### src/humidity_fan_controller_assert.svh
// Assertion macros for the fan controller.
// All checks are sampled on clk and switched off while rst_n is low.
`ifndef HUMIDITY_FAN_CONTROLLER_ASSERT_SVH
`define HUMIDITY_FAN_CONTROLLER_ASSERT_SVH

// Same-cycle implication.
`define HFC_ASSERT_NOW(label, ante, cons) \
  label: assert property (@(posedge clk) disable iff (!rst_n) (ante) |-> (cons)) \
    else $error("hfc assertion failed");

// Next-cycle implication.
`define HFC_ASSERT_NEXT(label, ante, cons) \
  label: assert property (@(posedge clk) disable iff (!rst_n) (ante) |=> (cons)) \
    else $error("hfc assertion failed");

`endif

### src/hfc_pkg.sv
package hfc_pkg;

  localparam int RH_W    = 10;
  localparam int TEMP_W  = 8;
  localparam int RUN_W   = 8;
  localparam int TICK_W  = 8;
  localparam int RFSH_W  = 4;
  localparam int CFG_IDX_W  = 3;
  localparam int CFG_DATA_W = 10;

  localparam int HOLD_MIN_TICKS = 2;

  // register indexes on the configuration port
  localparam logic [CFG_IDX_W-1:0] CFG_RH_START_CODE   = 3'd0;
  localparam logic [CFG_IDX_W-1:0] CFG_MIN_TEMP_DEG    = 3'd1;
  localparam logic [CFG_IDX_W-1:0] CFG_MIN_RUN_SECONDS = 3'd2;
  localparam logic [CFG_IDX_W-1:0] CFG_TICKS_PER_SEC_M1 = 3'd3;
  localparam logic [CFG_IDX_W-1:0] CFG_REFRESH_SECONDS = 3'd4;

  // reset values
  localparam logic [RH_W-1:0]          RST_RH_START_CODE   = 10'd461;
  localparam logic signed [TEMP_W-1:0] RST_MIN_TEMP_DEG    = 8'sd22;
  localparam logic [RUN_W-1:0]         RST_MIN_RUN_SECONDS = 8'd60;
  localparam logic [TICK_W-1:0]        RST_TICKS_PER_SEC_M1 = 8'd31;
  localparam logic [RFSH_W-1:0]        RST_REFRESH_SECONDS = 4'd5;

  typedef enum logic [1:0] {
    MODE_AUTO     = 2'd0,
    MODE_ON       = 2'd1,
    MODE_OFF      = 2'd2,
    MODE_SETTINGS = 2'd3
  } mode_t;

  typedef struct packed {
    logic [RH_W-1:0]          rh_start_code;
    logic signed [TEMP_W-1:0] min_temp_deg;
    logic [RUN_W-1:0]         min_run_seconds;
    logic [TICK_W-1:0]        ticks_per_second_m1;
    logic [RFSH_W-1:0]        refresh_seconds;
  } cfg_t;

endpackage

### src/hfc_cfg_regs.sv
module hfc_cfg_regs (
  input  logic                           clk,
  input  logic                           rst_n,
  input  logic                           cfg_we,
  input  logic [hfc_pkg::CFG_IDX_W-1:0]  cfg_index,
  input  logic [hfc_pkg::CFG_DATA_W-1:0] cfg_data,
  output hfc_pkg::cfg_t                  cfg
);
  import hfc_pkg::*;

  cfg_t cfg_r;

  always_ff @(posedge clk) begin
    if (!rst_n) begin
      cfg_r.rh_start_code       <= RST_RH_START_CODE;
      cfg_r.min_temp_deg        <= RST_MIN_TEMP_DEG;
      cfg_r.min_run_seconds     <= RST_MIN_RUN_SECONDS;
      cfg_r.ticks_per_second_m1 <= RST_TICKS_PER_SEC_M1;
      cfg_r.refresh_seconds     <= RST_REFRESH_SECONDS;
    end else if (cfg_we) begin
      unique case (cfg_index)
        CFG_RH_START_CODE:    cfg_r.rh_start_code       <= cfg_data[RH_W-1:0];
        CFG_MIN_TEMP_DEG:     cfg_r.min_temp_deg        <= $signed(cfg_data[TEMP_W-1:0]);
        CFG_MIN_RUN_SECONDS:  cfg_r.min_run_seconds     <= cfg_data[RUN_W-1:0];
        CFG_TICKS_PER_SEC_M1: cfg_r.ticks_per_second_m1 <= cfg_data[TICK_W-1:0];
        CFG_REFRESH_SECONDS:  cfg_r.refresh_seconds     <= cfg_data[RFSH_W-1:0];
        default: ; // unused indexes are dropped
      endcase
    end
  end

  assign cfg = cfg_r;

endmodule

### src/humidity_fan_controller.sv
// Humidity fan controller: one request per timer tick.
//
// Input channel (in_valid/in_ready): one request carries the button level, the
// 10-bit humidity ADC code, the signed temperature and the temperature-check
// enable. Output channel (out_valid/out_ready): one result per request with the
// fan drive, LED, mode, auto-rule view, display refresh pulse and reboot request.
// Configuration port: cfg_we writes cfg_data into register cfg_index at once;
// write only while no request is in flight.
//
// Result: a result appears in the cycle after its request is accepted. All of
// the per-tick work is a single combinational pass from the controller state
// registers into the state and result registers, so a request can be taken
// every cycle while no result stalls: throughput is one request per clock.
// Stall: the result register holds its value while out_ready is low; in_ready
// stays high as long as the result register is empty or being drained in the
// same cycle, so nothing is lost or repeated.
// Reset (rst_n low, synchronous): fan off, auto mode, all counters cleared,
// configuration back to its defaults, result register empty.
module humidity_fan_controller #(
  parameter int LONG_HOLD_TICKS = 128
) (
  input  logic                              clk,
  input  logic                              rst_n,
  // tick requests
  input  logic                              in_valid,
  output logic                              in_ready,
  input  logic                              in_button_down,
  input  logic [hfc_pkg::RH_W-1:0]          in_humidity_code,
  input  logic signed [hfc_pkg::TEMP_W-1:0] in_temp_deg,
  input  logic                              in_temp_check_on,
  // results
  output logic                              out_valid,
  input  logic                              out_ready,
  output logic                              out_fan_running,
  output logic                              out_led_lit,
  output logic [1:0]                        out_mode,
  output logic                              out_auto_fan_view,
  output logic                              out_refresh_pulse,
  output logic                              out_reboot_request,
  // configuration
  input  logic                              cfg_we,
  input  logic [hfc_pkg::CFG_IDX_W-1:0]     cfg_index,
  input  logic [hfc_pkg::CFG_DATA_W-1:0]    cfg_data
);
  import hfc_pkg::*;

  // hold counter saturates at LONG_HOLD_TICKS, sized to hold it
  localparam int HOLD_W = $clog2(LONG_HOLD_TICKS + 1);
  localparam logic [HOLD_W-1:0] HOLD_LONG = HOLD_W'(LONG_HOLD_TICKS);
  localparam logic [HOLD_W-1:0] HOLD_MIN  = HOLD_W'(HOLD_MIN_TICKS);

  cfg_t cfg;

  hfc_cfg_regs u_cfg (
    .clk       (clk),
    .rst_n     (rst_n),
    .cfg_we    (cfg_we),
    .cfg_index (cfg_index),
    .cfg_data  (cfg_data),
    .cfg       (cfg)
  );

  // controller state
  logic [TICK_W-1:0] tick_r, tick_nxt;
  logic [RFSH_W-1:0] rfsh_r, rfsh_nxt;
  logic [RUN_W-1:0]  run_r, run_nxt;
  logic              may_stop_r, may_stop_nxt;
  logic              fan_r, fan_nxt;
  logic              blink_r, blink_nxt;
  mode_t             mode_r, mode_nxt;
  logic [HOLD_W-1:0] hold_r, hold_nxt;
  logic              view_r, view_nxt;

  // per-tick strobes
  logic refresh_c, reboot_c;

  // result register
  logic       out_valid_r;
  logic       fan_out_r, led_out_r, view_out_r, refresh_out_r, reboot_out_r;
  logic [1:0] mode_out_r;

  logic in_fire;

  assign in_ready = !out_valid_r || out_ready;
  assign in_fire  = in_valid && in_ready;

  always_comb begin
    logic  sec;
    logic  advance;
    logic  high;
    logic  blocked;
    mode_t mode_adv;

    tick_nxt     = tick_r;
    rfsh_nxt     = rfsh_r;
    run_nxt      = run_r;
    may_stop_nxt = may_stop_r;
    fan_nxt      = fan_r;
    blink_nxt    = blink_r;
    mode_nxt     = mode_r;
    hold_nxt     = hold_r;
    view_nxt     = view_r;
    refresh_c    = 1'b0;
    reboot_c     = 1'b0;
    advance      = 1'b0;
    mode_adv     = mode_r;

    // timekeeping: a second passes when the tick count reaches its limit
    sec = (tick_r >= cfg.ticks_per_second_m1);
    if (sec) begin
      tick_nxt = '0;
      if (rfsh_r == cfg.refresh_seconds) begin
        rfsh_nxt  = '0;
        refresh_c = 1'b1;
      end else begin
        rfsh_nxt = rfsh_r + 1'b1;
      end
      if (mode_r == MODE_AUTO && fan_r && !may_stop_r) begin
        if (run_r == cfg.min_run_seconds) begin
          may_stop_nxt = 1'b1;
          refresh_c    = 1'b1;  // minimum run just expired
        end
        run_nxt = run_r + 1'b1;
      end else begin
        run_nxt = '0;
      end
      blink_nxt = fan_r ? !blink_r : 1'b0;
    end else begin
      tick_nxt = tick_r + 1'b1;
    end

    // button: long hold asks for reboot, a normal press steps the mode
    if (in_button_down) begin
      if (hold_r < HOLD_LONG) begin
        hold_nxt = hold_r + 1'b1;
      end
    end else begin
      if (hold_r > HOLD_MIN) begin
        if (hold_r == HOLD_LONG) begin
          reboot_c = 1'b1;
        end else begin
          advance = 1'b1;
        end
      end
      hold_nxt = '0;
    end

    if (advance) begin
      refresh_c = 1'b1;
      unique case (mode_r)
        MODE_AUTO: mode_adv = MODE_ON;
        MODE_ON:   mode_adv = MODE_OFF;
        MODE_OFF:  mode_adv = MODE_SETTINGS;
        default:   mode_adv = MODE_AUTO;
      endcase
      unique case (mode_adv)
        MODE_ON: begin
          fan_nxt  = 1'b1;
          tick_nxt = '0;
          mode_nxt = MODE_ON;
        end
        MODE_OFF: begin
          fan_nxt  = 1'b0;
          mode_nxt = MODE_OFF;
        end
        default: begin
          // settings drops straight back to auto
          tick_nxt = '0;
          mode_nxt = MODE_AUTO;
        end
      endcase
    end

    // auto rule; code 0 means sensor out of range
    high    = (in_humidity_code != '0) && (in_humidity_code > cfg.rh_start_code);
    blocked = in_temp_check_on && (in_temp_deg < cfg.min_temp_deg);
    if (mode_nxt == MODE_AUTO) begin
      if (high) begin
        if (!blocked) begin
          if (!fan_nxt) begin
            fan_nxt      = 1'b1;
            may_stop_nxt = 1'b0;
          end
          run_nxt  = '0;
          view_nxt = fan_nxt;
        end
      end else begin
        if (may_stop_nxt && fan_nxt) begin
          fan_nxt      = 1'b0;
          may_stop_nxt = 1'b0;
        end
        view_nxt = fan_nxt;
      end
    end
  end

  always_ff @(posedge clk) begin
    if (!rst_n) begin
      tick_r     <= '0;
      rfsh_r     <= '0;
      run_r      <= '0;
      may_stop_r <= 1'b0;
      fan_r      <= 1'b0;
      blink_r    <= 1'b0;
      mode_r     <= MODE_AUTO;
      hold_r     <= '0;
      view_r     <= 1'b0;
    end else if (in_fire) begin
      tick_r     <= tick_nxt;
      rfsh_r     <= rfsh_nxt;
      run_r      <= run_nxt;
      may_stop_r <= may_stop_nxt;
      fan_r      <= fan_nxt;
      blink_r    <= blink_nxt;
      mode_r     <= mode_nxt;
      hold_r     <= hold_nxt;
      view_r     <= view_nxt;
    end
  end

  always_ff @(posedge clk) begin
    if (!rst_n) begin
      out_valid_r <= 1'b0;
    end else if (in_fire) begin
      out_valid_r <= 1'b1;
    end else if (out_ready) begin
      out_valid_r <= 1'b0;
    end
  end

  // result payload, loaded with each accepted request
  always_ff @(posedge clk) begin
    if (in_fire) begin
      fan_out_r     <= fan_nxt;
      led_out_r     <= blink_nxt;
      mode_out_r    <= mode_nxt;
      view_out_r    <= view_nxt;
      refresh_out_r <= refresh_c;
      reboot_out_r  <= reboot_c;
    end
  end

  assign out_valid          = out_valid_r;
  assign out_fan_running    = fan_out_r;
  assign out_led_lit        = led_out_r;
  assign out_mode           = mode_out_r;
  assign out_auto_fan_view  = view_out_r;
  assign out_refresh_pulse  = refresh_out_r;
  assign out_reboot_request = reboot_out_r;

  `include "humidity_fan_controller_assert.svh"

  // forced off never leaves the fan running
  `HFC_ASSERT_NOW(a_off_fan_stopped, mode_r == MODE_OFF, !fan_r)
  // a reboot release never steps the mode
  `HFC_ASSERT_NEXT(a_reboot_keeps_mode, in_fire && reboot_c, mode_r == $past(mode_r))
  // hold counter saturates
  `HFC_ASSERT_NOW(a_hold_saturates, 1'b1, hold_r <= HOLD_LONG)
  // input back-pressure only while a result is waiting
  `HFC_ASSERT_NOW(a_ready_when_empty, !in_ready, out_valid_r && !out_ready)

endmodule

### config.mk
export PLATFORM = sky130hd
export DESIGN_NAME = humidity_fan_controller
export DESIGN_NICKNAME = d
export VERILOG_FILES = /design/src/hfc_pkg.sv /design/src/hfc_cfg_regs.sv /design/src/humidity_fan_controller.sv
export VERILOG_INCLUDE_DIRS = /design/src /design/src/src
export SDC_FILE = /design/constraint.sdc
export NUM_CORES = 1
export LEC_CHECK = 0
export BUFFER_PORTS_ARGS = -buffer_cell sky130_fd_sc_hd__buf_2
export CAP_MARGIN = 20
export CORE_ASPECT_RATIO = 0.6
export CORE_MARGIN = 3
export CORE_UTILIZATION = 30
export DETAILED_ROUTE_END_ITERATION = 10
export PLACE_DENSITY = 0.44
export REMOVE_ABC_BUFFERS = 1
export SYNTH_ARGS = -nofsm -noshare
export SYNTH_HDL_FRONTEND = slang
export SYNTH_SLANG_ARGS = --single-unit
### constraint.sdc
create_clock -name clk -period 3.05 [get_ports clk]
set_input_delay 0 -clock clk [delete_from_list [all_inputs] [get_ports clk]]
set_output_delay 0 -clock clk [all_outputs]
set_load 0.01 [all_outputs]
After elaboration in Yosys (flattened, before gate mapping)

Cells that the tools add are included.

Flip-flop bits (word level): 80
Bits of input ports: 38
Output and inout port bits: 9
Logic and storage cells: 110

Add/subtract/negate cells: 4
Order comparisons: 5
Eq/ne operators: 12
Muxes and demuxes: 44
Bitwise operators: 1
Reduce and logical (&&, ||, !) cells: 23

Operator list:

| operator                                                               | count |
|---|---|
| 8-bit two-way mux                                                      | 10 |
| 1-bit two-way mux                                                      | 28 |
| 8-bit by 1-bit adder with 8-bit output (second input constant)         | 3 |
| 2-bit AND reduction                                                    | 7 |
| 10-bit > comparator                                                    | 1 |
| 10-bit nonzero test                                                    | 1 |
| 8-bit equality test                                                    | 1 |
| 8-bit equality test (second input constant)                            | 1 |
| 8-bit >= comparator                                                    | 1 |
| 8-bit by 2-bit > comparator with 1-bit output (second input constant)  | 1 |
| 8-bit less-than comparator                                             | 1 |
| 8-bit less-than comparator (second input constant)                     | 1 |
| 3-bit by 2-bit equality test with 1-bit output (second input constant) | 2 |
| 1-bit logical AND                                                      | 6 |
| 2-bit case mux with 3 select lines                                     | 1 |
| 4-bit by 1-bit adder with 4-bit output (second input constant)         | 1 |
| 2-bit by 1-bit equality test with 1-bit output (second input constant) | 2 |
| 2-bit equality test (second input constant)                            | 2 |
| 4-bit equality test                                                    | 1 |
| 2-bit logical NOT                                                      | 2 |
| 2-bit two-way mux                                                      | 2 |
| 4-bit two-way mux                                                      | 1 |
| 2-bit case mux with 2 select lines                                     | 1 |
| 3-bit by 1-bit equality test with 1-bit output (second input constant) | 1 |
| 9 further kinds                                                        | 11 |

Longest topological paths before layout

Depth in word-level cells: 12
Mapped depth: 10
Mapped depth without buffers: 9

By module

A second synthesis with hierarchy kept.

Cell total of the unflattened synthesis: 487
Area total of the unflattened synthesis: 4,420.5 sq um

By module, submodules not included:

| module                  | times used | cells each | area an instance (sq um) | sequential area each (sq um) |
|---|---|---|---|---|
| humidity_fan_controller | 1          | 337        | 2,875.3                  | 910.9 |
| hfc_cfg_regs            | 1          | 150        | 1,545.2                  | 760.7 |

Least setup slack after synthesis

OpenSTA, ideal clock, no wires.

Path type: reg-to-reg
Start point: register u_cfg.cfg_r, in the netlist u_cfg.cfg[37]
End point: register view_out_r (netlist: out_auto_fan_view), data pin
Library setup time: 258 ps
Data arrival time: 1,855 ps
Data required time: 2,792 ps
Slack: 937 ps
Stages on the path, launching flop included: 9
Buffers on the path: 0
Period minus slack after synthesis: 2,113 ps
Path through: dfxtp_1 > inv_1 > ha_1 > or4_4 > a221oi_2 > o221a_2 > o41a_2 > mux2i_1 > nand2_1

Longest elaborated chain between the ends: 4

Ends and longest elaborated chain:

| what                 | RTL line                       | source |
|---|---|---|
| start, declared      | hfc_cfg_regs.sv:11             | `cfg_t cfg_r;` |
| 10-bit > comparator  | humidity_fan_controller.sv:175 | `high = (in_humidity_code != '0) && (in_humidity_code > cfg.rh_start_code);` |
| 1-bit logical AND    | humidity_fan_controller.sv:175 |  |
| 1-bit two-way mux    | humidity_fan_controller.sv:178 | `if (high) begin` |
| 1-bit two-way mux    | humidity_fan_controller.sv:177 | `if (mode_nxt == MODE_AUTO) begin` |
| via view_nxt         | humidity_fan_controller.sv:72  | `logic view_r, view_nxt;` |
| end signal, assigned | humidity_fan_controller.sv:237 | `view_out_r <= view_nxt;` |
| end, declared        | humidity_fan_controller.sv:79  | `logic fan_out_r, led_out_r, view_out_r, refresh_out_r, reboot_out_r;` |

The timed path passes the listed nets, and every way through them passes these cells.
A chain may end at the register's enable or synchronous reset.

Final worst setup path

Start point: register u_cfg.cfg_r, in the netlist u_cfg.cfg[9]
End point: register run_r[7]

Longest elaborated chain between the ends: 5

Ends and longest elaborated chain:

| what                  | RTL line                       | source |
|---|---|---|
| 8-bit >= comparator * | humidity_fan_controller.sv:109 | `sec = (tick_r >= cfg.ticks_per_second_m1);` |
| 8-bit two-way mux *   | humidity_fan_controller.sv:110 | `if (sec) begin` |
| 8-bit two-way mux     | humidity_fan_controller.sv:179 | `if (!blocked) begin` |
| 8-bit two-way mux     | humidity_fan_controller.sv:178 |  |
| 8-bit two-way mux *   | humidity_fan_controller.sv:177 |  |
| end signal, assigned  | humidity_fan_controller.sv:211 | `run_r <= run_nxt;` |
| end, declared         | humidity_fan_controller.sv:66  | `logic [RUN_W-1:0] run_r, run_nxt;` |

Mark *: on every way between the ends. The rest lies on a longest branch, timed or not.

==> results by group <==
Run status
  • Status: complete, no violations

CTS
  • Setup Buffers After CTS: 0
  • TritonCTS clock tree: yes
  • CTS clk-pin slew, worst paths: 0.06 ns
  • Clock sink count: 80
  • CTS buffer count: 9
  • Root buf cell: clkbuf_16
  • Worst skew pair latency: approximately 0.34 ns
  • CTS H-tree lvls: 3
  • Clk buf depth: 2

STA
  • Setup_tns: 0 ns
  • Clock Skew: 0.00860 ns
  • Period utilization: 82.1%
  • Slew @ Worst Pin: 0.720 ns
  • FMAX: roughly 400 MHz
  • Endpoints failing hold: 0
  • Setup violators final: 0
  • Final worst slack: 0.546 ns
  • RSZ-0062 raised after global routing: no
  • Post-route minimum period: between 2 and 3 ns
  • Slew Viols, Final: 0
  • Max-slew headroom: 51.8%
  • Hold slack: 0.0265 ns

Place
  • IO buf count: 46
  • GPL Wtd Cong: 0.774
  • Dpl hpwl: between 8000 and 9000 um
  • Worst slack, placed: 0.564 ns

Pwr
  • Worst VDD drop: about 0.24 mV
  • Power per cell area: 485 nW/um2
  • Leak: between 2 and 2.5 nW

Synthesis
  • Synthesized area: 4240 um2
  • Synth Register Bits: 80
  • Sequential area share after synthesis: 39.4%
  • Primary FF master, synth: dfxtp_1
  • Yosys cell types: 59
  • Async S/R FF share, synth: 0%
  • Synth Instances: 512
  • Post-synth EDFFs: 7
  • Synth Warn #: 0
  • Avg Cell Area, Syn: 8.28 um2

Floorplanning
  • Die ar.: about 16000 um2
  • # rows: 32
  • Ports: 47
  • Die height: 98.1 um
  • Initial Utilization: 31.8%
  • Core area: 13300 um2
  • Die width: 159 um

Global routing
  • GRT Total Usage: between 10 and 15%
  • Pin count of the biggest net entering global routing: 31
  • First-pass GRT wire length: ~18000 um
  • Initial antenna violation count: 0
  • GRT overflow: 0
  • Vias in the first global route: 3475

Setup path
  • Reg-to-reg slack, setup: between 0.5 and 0.6 ns
  • R2R Path End: run_r[7]
  • CP startpoint: u_cfg.cfg[9]
  • Setup crit end kind: flip-flop
  • Reg-to-Reg Start: u_cfg.cfg[9]
  • Crit path kind: reg2reg
  • Crit Path Max Fanout: 8
  • Critical Path RT: ~3.3 ns
  • Critical path capture point: run_r[7]
  • Reg2Reg Depth: 9
  • Arr. time, crit path: 2.77 ns
  • Startpoint Class: flip-flop

Run
  • Max-cap viol count: 0

Detailed routing
  • Initial drt markers: 178
  • Number of remaining DRC errors: 0
  • Final wirelength: approximately 11000 um
  • Wirelength per Cell: 14.5 um
  • Via count: 3592
  • Via-to-Cell Ratio: roughly 4.7
  • First-pass detailed-route iteration total: 4
  • Antenna Violating Nets Remaining: 0

Cells and area
  • Area growth syn-to-layout: 20.7%
  • Ratio of cells with drive above 1 in the final layout: 15.7%
  • # diodes: 0
  • Fin nets: approximately 640

Worst hold path
  • Worst min-delay path class: in2reg
-- what timing repair did --
action / in CTS / in global routing
endpoints found under the hold margin: 29 / 0
hold buffers: 13 / 0
gates resized for setup: 0 / 0
-- cell type report --
cell class / instances / area, um2
clock buffers: 11 / 264
clock inverters: 5 / 52.6
fillers: 1402 / 8220
inverters: 34 / 128
multi-input cells: 381 / 2370
flip-flops and latches: 80 / 1670
well taps: 187 / 234
repair buffers: 64 / 398
-- worst min path at each step --
stage,from,endpoint,slack [ns],cells past startpoint
global route,cfg_data[2],u_cfg.cfg[14],0.02,3
finish,cfg_data[2],u_cfg.cfg[14],0.03,3
detailed placement,cfg_data[8],u_cfg.cfg[36],0.24,3
floorplan,rst_n,u_cfg.cfg[0],0.06,1
global placement,cfg_data[8],u_cfg.cfg[36],0.23,3
CTS,cfg_data[2],u_cfg.cfg[14],0.008,3
-- registers in the layout, indices dropped and copies added, names as in the netlist --
register / cells
fan_r: 1
u_cfg.cfg: 38
out_reboot_request: 1
view_r: 1
run_r: 8
rfsh_r: 4
may_stop_r: 1
mode_r: 2
out_fan_running: 1
blink_r: 1
out_auto_fan_view: 1
out_led_lit: 1
out_valid: 1
out_refresh_pulse: 1
out_mode: 2
tick_r: 8
hold_r: 8
-- worst max-delay path: stages, from the launching register on --
cell	delay [ns]
dfxtp_1	0.34
inv_1	0.05
ha_1	0.30
a21o_1	0.19
a221oi_1	0.41
o21a_1	0.36
o21ai_0	0.23
a21oi_2	0.31
nand4_1	0.17
o211ai_2	0.08
-- per-stage QoR --
stage / util [%] / instance area (um2) / power (mW) / std cells
6_report: 38.4 / 5110 / 2.48 / 762
5_1_grt: 38.4 / 5110 / 2.61 / 762
4_1_cts: 38.4 / 5110 / 2.52 / 762
3_5_place_dp: 35.0 / 4670 / 1.36 / 733
3_3_place_gp: 35.0 / 4670 / 1.36 / 733
2_1_floorplan: - / 4170 / 1.26 / 495
-- cells by family after synthesis --
group | after synthesis | share of synthesized area, %
compound gates | 102 | 15.8
xor+xnor | 19 | 3.93
fa+ha+maj | 30 | 8.86
buf+inv | 51 | 4.69
flops | 80 | 39.4
mux | 12 | 2.92
simple gates | 218 | 24.3
-- per-layer routing --
| layer | GRT usage, % | routed length [um] |
|---|---|---|
| met3 | 3.77 | 513 |
| met2 | 20.3 | 4210 |
| met5 | 0 | 0 |
| met4 | 3.43 | 99 |
| met1 | 22.7 | 6210 |
-- cells in the final DEF, fill, tap and decap left out, types with 5 or more instances in the layout --
cell type and n:
edfxtp_1 7, mux2i_1 9, xor2_1 17, dfxtp_1 73, buf_4 5, nand3_1 17, nand2b_1 6, clkbuf_16 10
nor4_1 6, dlygate4sd3_1 13, inv_1 31, nor3_1 10, o21ai_0 17, buf_2 46, nand4_1 7, o211ai_1 12
a22o_1 5, nor2_1 34, ha_1 30, nor2b_1 8, nand2_1 104, a21oi_1 39
-- synth_stat cells (2+ instances only) --
| master | instances | area share, % |
|---|---|---|
| and3_1 | 4 | 0.59 |
| edfxtp_1 | 7 | 5.0 |
| or3_1 | 2 | 0.30 |
| nand3_1 | 17 | 2.0 |
| o211ai_1 | 12 | 2.1 |
| or4_1 | 2 | 0.35 |
| nand3b_1 | 3 | 0.53 |
| xor2_1 | 17 | 3.5 |
| a22oi_1 | 2 | 0.35 |
| o21ai_1 | 4 | 0.47 |
| buf_1 | 2 | 0.18 |
| nor2_1 | 34 | 3.0 |
| nor3_1 | 10 | 1.2 |
| mux2i_1 | 9 | 2.1 |
| and2_1 | 3 | 0.44 |
| mux2_2 | 3 | 0.80 |
| buf_2 | 3 | 0.35 |
| a21oi_1 | 39 | 4.6 |
| o31ai_1 | 3 | 0.53 |
| o21ai_0 | 17 | 2.0 |
| nand2b_1 | 6 | 0.89 |
| inv_2 | 3 | 0.27 |
| a22o_1 | 5 | 1.0 |
| a211oi_1 | 2 | 0.35 |
| nor4_1 | 6 | 0.89 |
| nand4_1 | 7 | 1.0 |
| clkbuf_1 | 11 | 0.97 |
| nand2_1 | 104 | 9.2 |
| inv_1 | 31 | 2.7 |
| nor2b_1 | 8 | 1.2 |
| xnor2_1 | 2 | 0.41 |
| dfxtp_1 | 73 | 34 |
| or2_2 | 4 | 0.59 |
| ha_1 | 30 | 8.9 |
| o221a_2 | 2 | 0.53 |
| nor3_2 | 2 | 0.47 |
-- power by group --
part | internal [mW] | total [mW] | switching [mW]
Sequential | 1.09 | 1.10 | 0.0164
Combinational | 0.100 | 0.247 | 0.147
Clock | 0.702 | 1.13 | 0.430
Total | 1.89 | 2.48 | 0.593
No activity file was read; power rests on OpenSTA's default activity.
